===== config.mk =====
export PLATFORM = sky130hd
export DESIGN_NAME = word_token_splitter
export DESIGN_NICKNAME = d
export VERILOG_FILES = /design/src/rtl/wts_pkg.sv /design/src/rtl/word_token_splitter.sv /design/src/rtl/wts_desc_fifo.sv /design/src/rtl/wts_front.sv /design/src/rtl/wts_back.sv
export SDC_FILE = /design/constraint.sdc
export NUM_CORES = 1
export LEC_CHECK = 0
export BUFFER_PORTS_ARGS = -buffer_cell sky130_fd_sc_hd__buf_2
export CAP_MARGIN = 0
export CELL_PAD_IN_SITES_DETAIL_PLACEMENT = 1
export CELL_PAD_IN_SITES_GLOBAL_PLACEMENT = 2
export CORE_UTILIZATION = 46
export CTS_BUF_LIST = sky130_fd_sc_hd__clkbuf_4 sky130_fd_sc_hd__clkbuf_8
export DETAILED_ROUTE_END_ITERATION = 7
export PLACE_DENSITY_LB_ADDON = 0.12
export SLEW_MARGIN = 20
export SYNTH_ARGS = -nofsm -noshare
export SYNTH_HDL_FRONTEND = slang
export SYNTH_SLANG_ARGS = --single-unit

===== constraint.sdc =====
create_clock -name clk -period 6.1 [get_ports clk]
set_clock_uncertainty 0.2 [all_clocks]
set_input_delay 0.915 -clock clk [delete_from_list [all_inputs] [get_ports clk]]
set_output_delay 0.915 -clock clk [all_outputs]
set_load 0.03 [all_outputs]

===== src/rtl/wts_pkg.sv =====
// Package for the word token splitter: token descriptor type, character codes
// and the byte classification helpers.
// Used by every module of the block; depends on nothing.
package wts_pkg;

	// Token length field; holds lengths up to 63, above the TOKEN_LEN-1 of the largest stored token.
	localparam int unsigned LEN_W   = 6;
	localparam int unsigned IDX_W   = 6;
	localparam int unsigned TOTAL_W = 7;
	localparam int unsigned POS_W   = 5;

	// Descriptor queue between the front and the back.
	localparam int unsigned DQ_DEPTH = 4;
	localparam int unsigned DQ_AW    = 2;

	// Character codes.
	localparam logic [7:0] CH_END  = 8'h00;
	localparam logic [7:0] CH_APOS = 8'h27;
	localparam logic [7:0] CH_A    = 8'h61;
	localparam logic [7:0] CH_I    = 8'h69;

	// One finished token waiting to be sent, or an end-of-text report when len is zero.
	typedef struct packed {
		logic               done;
		logic [LEN_W-1:0]   len;
		logic [IDX_W-1:0]   idx;
		logic [TOTAL_W-1:0] total;
	} desc_t;

	// Whitespace and punctuation, apostrophe excluded, split tokens.
	function automatic logic splits_token(input logic [7:0] b);
		logic ws;
		logic punct;
		ws    = (b == 8'd32) || (b >= 8'd9 && b <= 8'd13);
		punct = (b >= 8'd33 && b <= 8'd47) || (b >= 8'd58 && b <= 8'd64) ||
			(b >= 8'd91 && b <= 8'd96) || (b >= 8'd123 && b <= 8'd126);
		return ws || (punct && (b != CH_APOS));
	endfunction

	// Maps upper-case ASCII letters to lower case; every other byte passes.
	function automatic logic [7:0] to_lower(input logic [7:0] b);
		return (b >= 8'd65 && b <= 8'd90) ? (b + 8'd32) : b;
	endfunction

endpackage


===== src/rtl/word_token_splitter.sv =====
// Word token splitter top level: front end, descriptor queue and back end.
// Depends on wts_pkg, wts_front, wts_desc_fifo and wts_back.
//
// Usage: text bytes enter on in_valid/in_ready/in_byte, one byte per beat;
// byte 0 ends a text. Each kept token leaves on the output channel as one
// beat per character (has_char=1) with its position, token index and a
// token_last flag; the end byte sets text_done on the last beat it causes,
// or sends one beat with has_char=0 when no token is flushed.
// A token's closing byte pushes its descriptor into the queue; the back end
// loads it and passes each character through the read stage and the output
// register. Throughput: one text byte per cycle on the input; the back end
// sends one character per cycle while out_ready allows, plus a descriptor
// load that a token's closing byte covers. The input stalls only when the
// character ring (a power of two, at least 2*(TOKEN_LEN-1) bytes) or the 4-entry queue is full.
// When the receiver holds out_ready low, the output register and the read
// stage hold, the back end stops, and the queue and ring then fill.
// Reset (arst_n low) empties the ring, queue and pipeline and clears the
// token and emitted counts; the block is ready on the first cycle after.
module word_token_splitter #(
	parameter int unsigned TOKEN_LEN   = 32,
	parameter int unsigned TOKEN_LIMIT = 64
) (
	input  logic                         clk,
	input  logic                         arst_n,
	input  logic                         in_valid,
	output logic                         in_ready,
	input  logic [7:0]                   in_byte,
	output logic                         out_valid,
	input  logic                         out_ready,
	output logic                         has_char,
	output logic [7:0]                   out_char,
	output logic [wts_pkg::POS_W-1:0]    char_pos,
	output logic [wts_pkg::IDX_W-1:0]    token_index,
	output logic                         token_last,
	output logic                         text_done,
	output logic [wts_pkg::TOTAL_W-1:0]  token_total
);

	localparam int unsigned STORE_DEPTH = TOKEN_LEN - 1;
	localparam int unsigned RING_AW     = $clog2(2 * STORE_DEPTH);
	localparam int unsigned PTR_W       = RING_AW + 1;
	localparam int unsigned RING        = 1 << RING_AW;

	logic               wr_en;
	logic [RING_AW-1:0] wr_addr;
	logic [7:0]         wr_data;
	logic [PTR_W-1:0]   wr_ptr;
	logic [PTR_W-1:0]   rd_ptr;
	logic               dq_push;
	logic               dq_full;
	logic               dq_valid;
	logic               dq_pop;
	wts_pkg::desc_t     dq_din;
	wts_pkg::desc_t     dq_dout;

	// Byte intake and classification.
	wts_front #(
		.TOKEN_LEN   (TOKEN_LEN),
		.TOKEN_LIMIT (TOKEN_LIMIT),
		.RING_AW     (RING_AW)
	) u_front (
		.clk      (clk),
		.arst_n   (arst_n),
		.in_valid (in_valid),
		.in_ready (in_ready),
		.in_byte  (in_byte),
		.wr_en    (wr_en),
		.wr_addr  (wr_addr),
		.wr_data  (wr_data),
		.wr_ptr   (wr_ptr),
		.rd_ptr   (rd_ptr),
		.dq_push  (dq_push),
		.dq_desc  (dq_din),
		.dq_full  (dq_full)
	);

	// Token descriptor queue.
	wts_desc_fifo u_dq (
		.clk    (clk),
		.arst_n (arst_n),
		.push   (dq_push),
		.din    (dq_din),
		.full   (dq_full),
		.valid  (dq_valid),
		.pop    (dq_pop),
		.dout   (dq_dout)
	);

	// Character ring and result output.
	wts_back #(
		.RING_AW (RING_AW)
	) u_back (
		.clk         (clk),
		.arst_n      (arst_n),
		.wr_en       (wr_en),
		.wr_addr     (wr_addr),
		.wr_data     (wr_data),
		.rd_ptr      (rd_ptr),
		.dq_valid    (dq_valid),
		.dq_desc     (dq_dout),
		.dq_pop      (dq_pop),
		.out_valid   (out_valid),
		.out_ready   (out_ready),
		.has_char    (has_char),
		.out_char    (out_char),
		.char_pos    (char_pos),
		.token_index (token_index),
		.token_last  (token_last),
		.text_done   (text_done),
		.token_total (token_total)
	);

`ifndef ASSERT_OFF
	// The ring never holds more characters than it has entries.
	a_ring_bound: assert property (@(posedge clk) disable iff (!arst_n)
		PTR_W'(wr_ptr - rd_ptr) <= PTR_W'(RING))
		else $error("character ring overrun");

	// The front never pushes a descriptor into a full queue.
	a_dq_no_overflow: assert property (@(posedge clk) disable iff (!arst_n)
		dq_push |-> !dq_full)
		else $error("descriptor queue overflow");

	// Only character beats can close a token.
	a_last_has_char: assert property (@(posedge clk) disable iff (!arst_n)
		(out_valid && token_last) |-> has_char)
		else $error("token_last on a beat without a character");

	// A beat without a character is only ever the end-of-text report.
	a_empty_is_done: assert property (@(posedge clk) disable iff (!arst_n)
		(out_valid && !has_char) |-> text_done)
		else $error("empty beat without text_done");
`endif

endmodule


===== src/rtl/wts_desc_fifo.sv =====
// Short queue of token descriptors between the front and the back.
// Depends on wts_pkg for desc_t and the queue depth.
module wts_desc_fifo (
	input  logic           clk,
	input  logic           arst_n,
	input  logic           push,
	input  wts_pkg::desc_t din,
	output logic           full,
	output logic           valid,
	input  logic           pop,
	output wts_pkg::desc_t dout
);

	wts_pkg::desc_t                 mem [wts_pkg::DQ_DEPTH];
	logic [wts_pkg::DQ_AW-1:0]      wp_q;
	logic [wts_pkg::DQ_AW-1:0]      rp_q;
	logic [wts_pkg::DQ_AW:0]        cnt_q;

	// Occupancy flags and head of queue.
	assign full  = (cnt_q == (wts_pkg::DQ_AW+1)'(wts_pkg::DQ_DEPTH));
	assign valid = (cnt_q != '0);
	assign dout  = mem[rp_q];

	// Pointers and count.
	always_ff @(posedge clk or negedge arst_n) begin
		if (!arst_n) begin
			wp_q  <= '0;
			rp_q  <= '0;
			cnt_q <= '0;
		end else begin
			if (push) wp_q <= wp_q + 1'b1;
			if (pop)  rp_q <= rp_q + 1'b1;
			if (push && !pop)
				cnt_q <= cnt_q + 1'b1;
			else if (pop && !push)
				cnt_q <= cnt_q - 1'b1;
		end
	end

	// Storage.
	always_ff @(posedge clk) begin
		if (push) mem[wp_q] <= din;
	end

endmodule


===== src/rtl/wts_front.sv =====
// Front end: accepts text bytes, classifies them, writes token characters into
// the character ring and queues a descriptor per kept token and per text end. Uses wts_pkg.
module wts_front #(
	parameter int unsigned TOKEN_LEN   = 32,
	parameter int unsigned TOKEN_LIMIT = 64,
	parameter int unsigned RING_AW     = 6
) (
	input  logic                 clk,
	input  logic                 arst_n,
	input  logic                 in_valid,
	output logic                 in_ready,
	input  logic [7:0]           in_byte,
	output logic                 wr_en,
	output logic [RING_AW-1:0]   wr_addr,
	output logic [7:0]           wr_data,
	output logic [RING_AW:0]     wr_ptr,
	input  logic [RING_AW:0]     rd_ptr,
	output logic                 dq_push,
	output wts_pkg::desc_t       dq_desc,
	input  logic                 dq_full
);

	localparam int unsigned STORE_DEPTH = TOKEN_LEN - 1;
	localparam int unsigned CNT_W       = $clog2(TOKEN_LIMIT + 1);
	localparam int unsigned PTR_W       = RING_AW + 1;
	localparam int unsigned RING        = 1 << RING_AW;

	logic [wts_pkg::LEN_W-1:0] cnt_q;
	logic [7:0]                first_q;
	logic [CNT_W-1:0]          emitted_q;
	logic                      full_q;
	logic [PTR_W-1:0]          wr_ptr_q;
	logic [PTR_W-1:0]          tok_start_q;

	logic             is_end;
	logic             is_bnd;
	logic             kept;
	logic             char_wr;
	logic             flush;
	logic             push_req;
	logic             ring_full;
	logic             acc;
	logic [CNT_W-1:0] emitted_inc;

	// Classify the byte on the input and decide what it does.
	always_comb begin
		is_end      = (in_byte == wts_pkg::CH_END);
		is_bnd      = wts_pkg::splits_token(in_byte);
		kept        = !full_q && ((cnt_q == wts_pkg::LEN_W'(1)) ?
			((first_q == wts_pkg::CH_A) || (first_q == wts_pkg::CH_I)) : (cnt_q != '0));
		char_wr     = !is_end && !full_q && !is_bnd &&
			(cnt_q < wts_pkg::LEN_W'(STORE_DEPTH));
		flush       = is_end || (is_bnd && !full_q);
		push_req    = is_end || (flush && kept);
		ring_full   = (PTR_W'(wr_ptr_q - rd_ptr) == PTR_W'(RING));
		emitted_inc = emitted_q + CNT_W'(1);
	end

	// Stall only when this byte needs ring space or a queue slot that is taken.
	assign in_ready = !(char_wr && ring_full) && !(push_req && dq_full);
	assign acc      = in_valid && in_ready;

	assign wr_en   = acc && char_wr;
	assign wr_addr = wr_ptr_q[RING_AW-1:0];
	assign wr_data = wts_pkg::to_lower(in_byte);
	assign wr_ptr  = wr_ptr_q;

	// Descriptor for a kept token, or the bare end-of-text report.
	always_comb begin
		dq_push      = acc && push_req;
		dq_desc.done = is_end;
		if (kept) begin
			dq_desc.len   = cnt_q;
			dq_desc.idx   = wts_pkg::IDX_W'(emitted_q);
			dq_desc.total = wts_pkg::TOTAL_W'(emitted_inc);
		end else begin
			dq_desc.len   = '0;
			dq_desc.idx   = '0;
			dq_desc.total = wts_pkg::TOTAL_W'(emitted_q);
		end
	end

	// Token collection state; a discarded token rewinds the ring write pointer.
	always_ff @(posedge clk or negedge arst_n) begin
		if (!arst_n) begin
			cnt_q       <= '0;
			emitted_q   <= '0;
			full_q      <= 1'b0;
			wr_ptr_q    <= '0;
			tok_start_q <= '0;
		end else if (acc) begin
			if (char_wr) begin
				cnt_q    <= cnt_q + 1'b1;
				wr_ptr_q <= wr_ptr_q + 1'b1;
			end else if (flush) begin
				cnt_q <= '0;
				if (kept) begin
					tok_start_q <= wr_ptr_q;
					emitted_q   <= emitted_inc;
					full_q      <= (emitted_q == CNT_W'(TOKEN_LIMIT - 1));
				end else begin
					wr_ptr_q <= tok_start_q;
				end
				if (is_end) begin
					emitted_q <= '0;
					full_q    <= 1'b0;
				end
			end
		end
	end

	// First character of the token, for the single-letter filter.
	always_ff @(posedge clk) begin
		if (acc && char_wr && (cnt_q == '0)) first_q <= wr_data;
	end

endmodule


===== src/rtl/wts_back.sv =====
// Back end: holds the character ring and turns each token descriptor into one
// beat per character, or one bare beat if empty. Uses wts_pkg for desc_t and field widths.
module wts_back #(
	parameter int unsigned RING_AW = 6
) (
	input  logic                         clk,
	input  logic                         arst_n,
	input  logic                         wr_en,
	input  logic [RING_AW-1:0]           wr_addr,
	input  logic [7:0]                   wr_data,
	output logic [RING_AW:0]             rd_ptr,
	input  logic                         dq_valid,
	input  wts_pkg::desc_t               dq_desc,
	output logic                         dq_pop,
	output logic                         out_valid,
	input  logic                         out_ready,
	output logic                         has_char,
	output logic [7:0]                   out_char,
	output logic [wts_pkg::POS_W-1:0]    char_pos,
	output logic [wts_pkg::IDX_W-1:0]    token_index,
	output logic                         token_last,
	output logic                         text_done,
	output logic [wts_pkg::TOTAL_W-1:0]  token_total
);

	localparam int unsigned RING = 1 << RING_AW;

	logic [7:0] ring [RING];

	logic                        act_q;
	wts_pkg::desc_t              cur_q;
	logic [wts_pkg::LEN_W-1:0]   pos_q;
	logic [RING_AW:0]            rd_ptr_q;

	logic                        v_s1;
	logic                        has_s1;
	logic [7:0]                  char_s1;
	logic [wts_pkg::LEN_W-1:0]   pos_s1;
	logic [wts_pkg::IDX_W-1:0]   idx_s1;
	logic                        last_s1;
	logic                        done_s1;
	logic [wts_pkg::TOTAL_W-1:0] total_s1;

	logic out_valid_q;
	logic s1_adv;
	logic s1_free;
	logic issue;
	logic is_empty;
	logic last_now;
	logic issue_char;

	// Pipeline control: read stage feeds the output register.
	always_comb begin
		s1_adv     = v_s1 && (!out_valid_q || out_ready);
		s1_free    = !v_s1 || s1_adv;
		issue      = act_q && s1_free;
		is_empty   = (cur_q.len == '0);
		last_now   = is_empty || (pos_q == (cur_q.len - wts_pkg::LEN_W'(1)));
		issue_char = issue && !is_empty;
		dq_pop     = !act_q && dq_valid;
	end

	assign rd_ptr = rd_ptr_q;

	// Descriptor walk and ring read pointer.
	always_ff @(posedge clk or negedge arst_n) begin
		if (!arst_n) begin
			act_q    <= 1'b0;
			pos_q    <= '0;
			rd_ptr_q <= '0;
			v_s1     <= 1'b0;
		end else begin
			if (dq_pop) begin
				act_q <= 1'b1;
				pos_q <= '0;
			end else if (issue) begin
				if (last_now) act_q <= 1'b0;
				else          pos_q <= pos_q + 1'b1;
			end
			if (issue_char) rd_ptr_q <= rd_ptr_q + 1'b1;
			if (issue)       v_s1 <= 1'b1;
			else if (s1_adv) v_s1 <= 1'b0;
		end
	end

	// Current descriptor.
	always_ff @(posedge clk) begin
		if (dq_pop) cur_q <= dq_desc;
	end

	// Character ring: written by the front, read one character per beat.
	always_ff @(posedge clk) begin
		if (wr_en) ring[wr_addr] <= wr_data;
	end

	always_ff @(posedge clk) begin
		if (issue_char) char_s1 <= ring[rd_ptr_q[RING_AW-1:0]];
	end

	// Read stage result fields.
	always_ff @(posedge clk) begin
		if (issue) begin
			has_s1   <= !is_empty;
			pos_s1   <= pos_q;
			idx_s1   <= cur_q.idx;
			last_s1  <= !is_empty && last_now;
			done_s1  <= cur_q.done && last_now;
			total_s1 <= cur_q.total;
		end
	end

	// Output register valid.
	always_ff @(posedge clk or negedge arst_n) begin
		if (!arst_n) begin
			out_valid_q <= 1'b0;
		end else if (s1_adv) begin
			out_valid_q <= 1'b1;
		end else if (out_ready) begin
			out_valid_q <= 1'b0;
		end
	end

	// Output register payload.
	always_ff @(posedge clk) begin
		if (s1_adv) begin
			has_char    <= has_s1;
			out_char    <= has_s1 ? char_s1 : 8'h00;
			char_pos    <= wts_pkg::POS_W'(pos_s1);
			token_index <= idx_s1;
			token_last  <= last_s1;
			text_done   <= done_s1;
			token_total <= total_s1;
		end
	end

	assign out_valid = out_valid_q;

endmodule


==> metrics.md <==
| Metric | Value |
|---|---|
| Status | finished, final reports clean |
| Area growth, synth to finish | 13.5% |
| TritonCTS clock tree | yes |
| Post-synthesis register bit count | between 700 and 800 |
| Final Hold Fails | 0 |
| I/O pins | 43 |
| DRC Markers | 0 |
| Die width | approximately 250 um |
| PwrDens | between 400 and 500 nW/um^2 |
| Combinational group share of total power | about a quarter |
| Clk_lat worst skew | 0.73 ns |
| DR WL/cell | 26.3 um |
| Critical path capture point type | output port |
| Core area | 61900 um^2 |
| Mapped cell area | 29000 um^2 |
| Vias in the first global route | 15.0k |
| Pint | 9.84 mW |
| Routability cong. | around 0.79 |
| Yosys warnings | 0 |
| Worst Path Required | between 4 and 5 ns |
| # resized after CTS | 0 |
| Vias | between 10k and 15k |
| CP arrival | approximately 3.6 ns |
| Sequential group share of total power | about 44% |
| DP HPWL | 41.0 mm |
| H-tree Lvls | 3 |
| Mapped Avg Cell Area | approximately 20 um^2 |
| Row cnt | between 90 and 100 |
| Share of cells above drive strength 1 | between 30% and 40% |
| Post-layout min period | 4.72 ns |
| P_leak | 11.0 nW |
| Kind of critical path | reg -> out |
| Postcts setup bufs | 0 |
| Gr usage total | about 22% |
| Sw Pwr | 4.19 mW |
| Sequential cell area | 21600 um^2 |
| Max_slew headroom | between 20 and 30% |
| Filler instances | ~5.6k |
| Worst hold slack | 0.132 ns |
| Post-synth net total | 1494 |
| Final period util | between 70% and 80% |
| Cts hold-fix bufs | 0 |
| DRT Pass-1 Iters | 5 |
| Input/output buffers | 42 |
| Ys async rst share | around 7.0% |
| Final Util | 53.1% |
| Number of synthesized flops with an enable pin | between 600 and 700 |
| Starting density of the core | between 40% and 50% |
| Synthesized instance count | about 1.5k |
| Switching Fraction | between 20% and 30% |
| Crit Path Max Fanout | 17 |
| Startpoint Class | flip-flop |
| Num Clock Sinks | about 730 |
| RSZ-0062 raised after global routing | false |
| Dominant synthesized flop cell | edfxtp_1 |
| Peak VDD IR | approximately 0.00035 V |
| Initial antenna violation count | 5 |
| Cts bufs inserted | approximately 110 |
| Max Transition Viols Final | 0 |
| Grt total ovfl | 0 |
| Max Freq | 212 MHz |
| Post-synth cell types | between 70 and 80 |
| Die area | 64000 um^2 |
| Via-to-Cell Ratio | between 5 and 6 |
| Clock Path Buffers | 3 |
| Reg clk slew, reported paths | roughly 0.060 ns |
| Wirelength, routed | 67.0 mm |
| Power share of the clock group | between 30% and 40% |
| Slew @ Worst Pin | about 1.1 ns |
| CTS root buf | clkbuf_8 |
| Setup violators final | 0 |
| Area of the multi-input gates | around 7000 um^2 |
| Antenna Nets Post-Route | 0 |
| Largest net degree at the start of global routing | 99 |
| Post-synthesis sequential area ratio | roughly three quarters |
| Global-route wire length before repair | between 90 and 100 mm |
| First-iteration detailed-routing DRC count | between 1k and 1.5k |
| Nets | about 1.6k |
| Setup_tns | 0 ns |
| Max-cap check violation count | 0 |
| Die Height | between 200 and 300 um |
| Min-Delay Path Class | in -> async |
==> cell usage after synthesis (4+ instances only) <==
| master | number | share of area [%] |
|---|---|---|
| or3_1 | 8 | 0.17 |
| nand2_1 | 77 | 1.0 |
| ha_1 | 23 | 0.99 |
| a31oi_1 | 13 | 0.28 |
| and3_1 | 14 | 0.30 |
| or2_2 | 4 | 0.086 |
| nand4_1 | 6 | 0.13 |
| edfxtp_1 | 677 | 70 |
| o21ai_0 | 26 | 0.45 |
| nor4_1 | 4 | 0.086 |
| mux2_4 | 5 | 0.26 |
| xor2_1 | 8 | 0.24 |
| mux4_2 | 180 | 14 |
| a21oi_1 | 8 | 0.14 |
| nand2b_1 | 12 | 0.26 |
| dfrtp_1 | 51 | 4.4 |
| and2_1 | 21 | 0.45 |
| xnor2_1 | 18 | 0.54 |
| buf_1 | 14 | 0.18 |
| nor2b_1 | 5 | 0.11 |
| buf_2 | 15 | 0.26 |
| nor2_2 | 8 | 0.17 |
| nand4b_1 | 4 | 0.12 |
| buf_4 | 5 | 0.13 |
| clkbuf_1 | 33 | 0.43 |
| nor3_1 | 9 | 0.16 |
| nand3b_1 | 8 | 0.21 |
| inv_1 | 21 | 0.27 |
| nand3_1 | 17 | 0.29 |
| nor2_1 | 85 | 1.1 |
| o31ai_1 | 6 | 0.16 |
| mux2i_1 | 8 | 0.28 |
==> power groups by stage <==
stage	clock, mW	combinational, mW	sequential [mW]
after floorplan	0	2.48	6.18
after global placement	0	3.55	6.24
after detailed placement	0	3.57	6.25
after CTS	4.48	3.58	6.15
after global routing	4.66	3.79	6.19
final	4.38	3.52	6.14
==> through the flow <==
step / area, um^2 / cells / setup slack (ns) / power (mW)
6_report: 32900 / 2545 / 1.38 / 14.0
5_1_grt: 32900 / 2544 / 1.14 / 14.6
4_1_cts: 32800 / 2542 / 1.27 / 14.2
3_5_place_dp: 30400 / 2329 / 1.52 / 9.82
3_3_place_gp: 30400 / 2329 / 1.59 / 9.78
2_1_floorplan: 29000 / 1458 / 1.78 / 8.66
==> area by class of cell <==
type                       count  area share [%]
antenna                        2          0.0152
clock buffer                 153            5.82
clock inverter                60            1.67
inverter                      26           0.297
multi-input combinational    631            21.0
sequential                   728            65.7
tap                          837            3.19
timing repair buffer         108            2.25
==> state kept, by name, indices dropped and copies added, names as in the netlist, 2 cells and up <==
signal               count
u_dq.wp_q                2
u_front.wr_ptr           7
u_dq.rp_q                2
u_dq.cnt_q               3
u_back.char_pos          5
u_back.ring            512
u_back.idx_s1            6
u_back.pos_q             6
u_front.tok_start_q      7
u_dq.mem                80
u_front.emitted_q        7
u_back.total_s1          7
u_back.rd_ptr            7
u_back.out_char          8
u_front.cnt_q            6
u_front.first_q          7
u_back.token_index       6
u_back.pos_s1            5
u_back.token_total       7
u_back.cur_q            20
u_back.char_s1           8
==> kinds of logic (layout without fill, tap and decap cells) <==
group | Yosys count | in the layout | share of synthesized area (%)
flops | 728 | 728 | 74.6
simple gates | 304 | 304 | 5.36
mux | 195 | 195 | 14.6
buf+inv | 99 | 347 | 1.59
compound gates | 82 | 82 | 1.97
xor+xnor | 26 | 26 | 0.786
fa+ha+maj | 24 | 24 | 1.06
other cells | 0 | 2 | 0
==> placed cells by master (no fill, tap or decap), drive strengths merged, types with 4 or more instances in the layout <==
cell type / instances
buf: 108
o31ai: 6
edfxtp: 677
nand4b: 4
and2: 21
nor2b: 5
nand3b: 8
a21oi: 10
mux2: 7
nand2b: 13
nor2: 93
dfrtp: 51
clkinv: 48
a31oi: 13
mux4: 180
o21ai: 26
mux2i: 8
nor3: 10
bufinv: 9
inv: 25
ha: 23
xnor2: 18
nor4: 5
and3: 15
or3: 8
clkinvlp: 4
nand3: 19
clkbuf: 153
or2: 5
xor2: 8
nand4: 6
nand2: 77
==> layer usage <==
layer	vias to the layer above	part of all wire [%]	track usage [%]
li1	6203	-	-
met3	105	5.9	4.78
met2	425	47	34.0
met5	-	0	0
met4	0	2.4	6.98
met1	7546	45	30.4
==> worst max-delay path, stage by stage, from the launching register on <==
cell and delay [ns]:
dfrtp_1 0.43, inv_1 0.14, ha_1 0.24, or2_2 0.14
a31o_2 0.39, clkinv_1 0.61, a21o_2 0.43, a22oi_1 0.27
buf_2 0.26
==> path summary, 6_finish.rpt <==
check / from / endpoint / slack, ns / cells after the start
min reg2reg: u_back.done_s1$_DFFE_PP_ / u_back.text_done$_DFFE_PP_ / 0.22 / 0
min in group clk: u_back.done_s1$_DFFE_PP_ / u_back.text_done$_DFFE_PP_ / 0.22 / 0
max: u_front.cnt_q[1]$_DFFE_PN0P_ / in_ready / 1.38 / 8
max in group asynchronous: arst_n / u_back.rd_ptr[1]$_DFFE_PN0P_ / 4.92 / 2
max reg2reg: u_back.rd_ptr[0]$_DFFE_PN0P_ / u_back.ring[29][0]$_DFFE_PP_ / 1.62 / 10
min: arst_n / u_back.v_s1$_DFFE_PN0P_ / 0.13 / 2
Note: power is estimated with default switching activity, not from simulation.
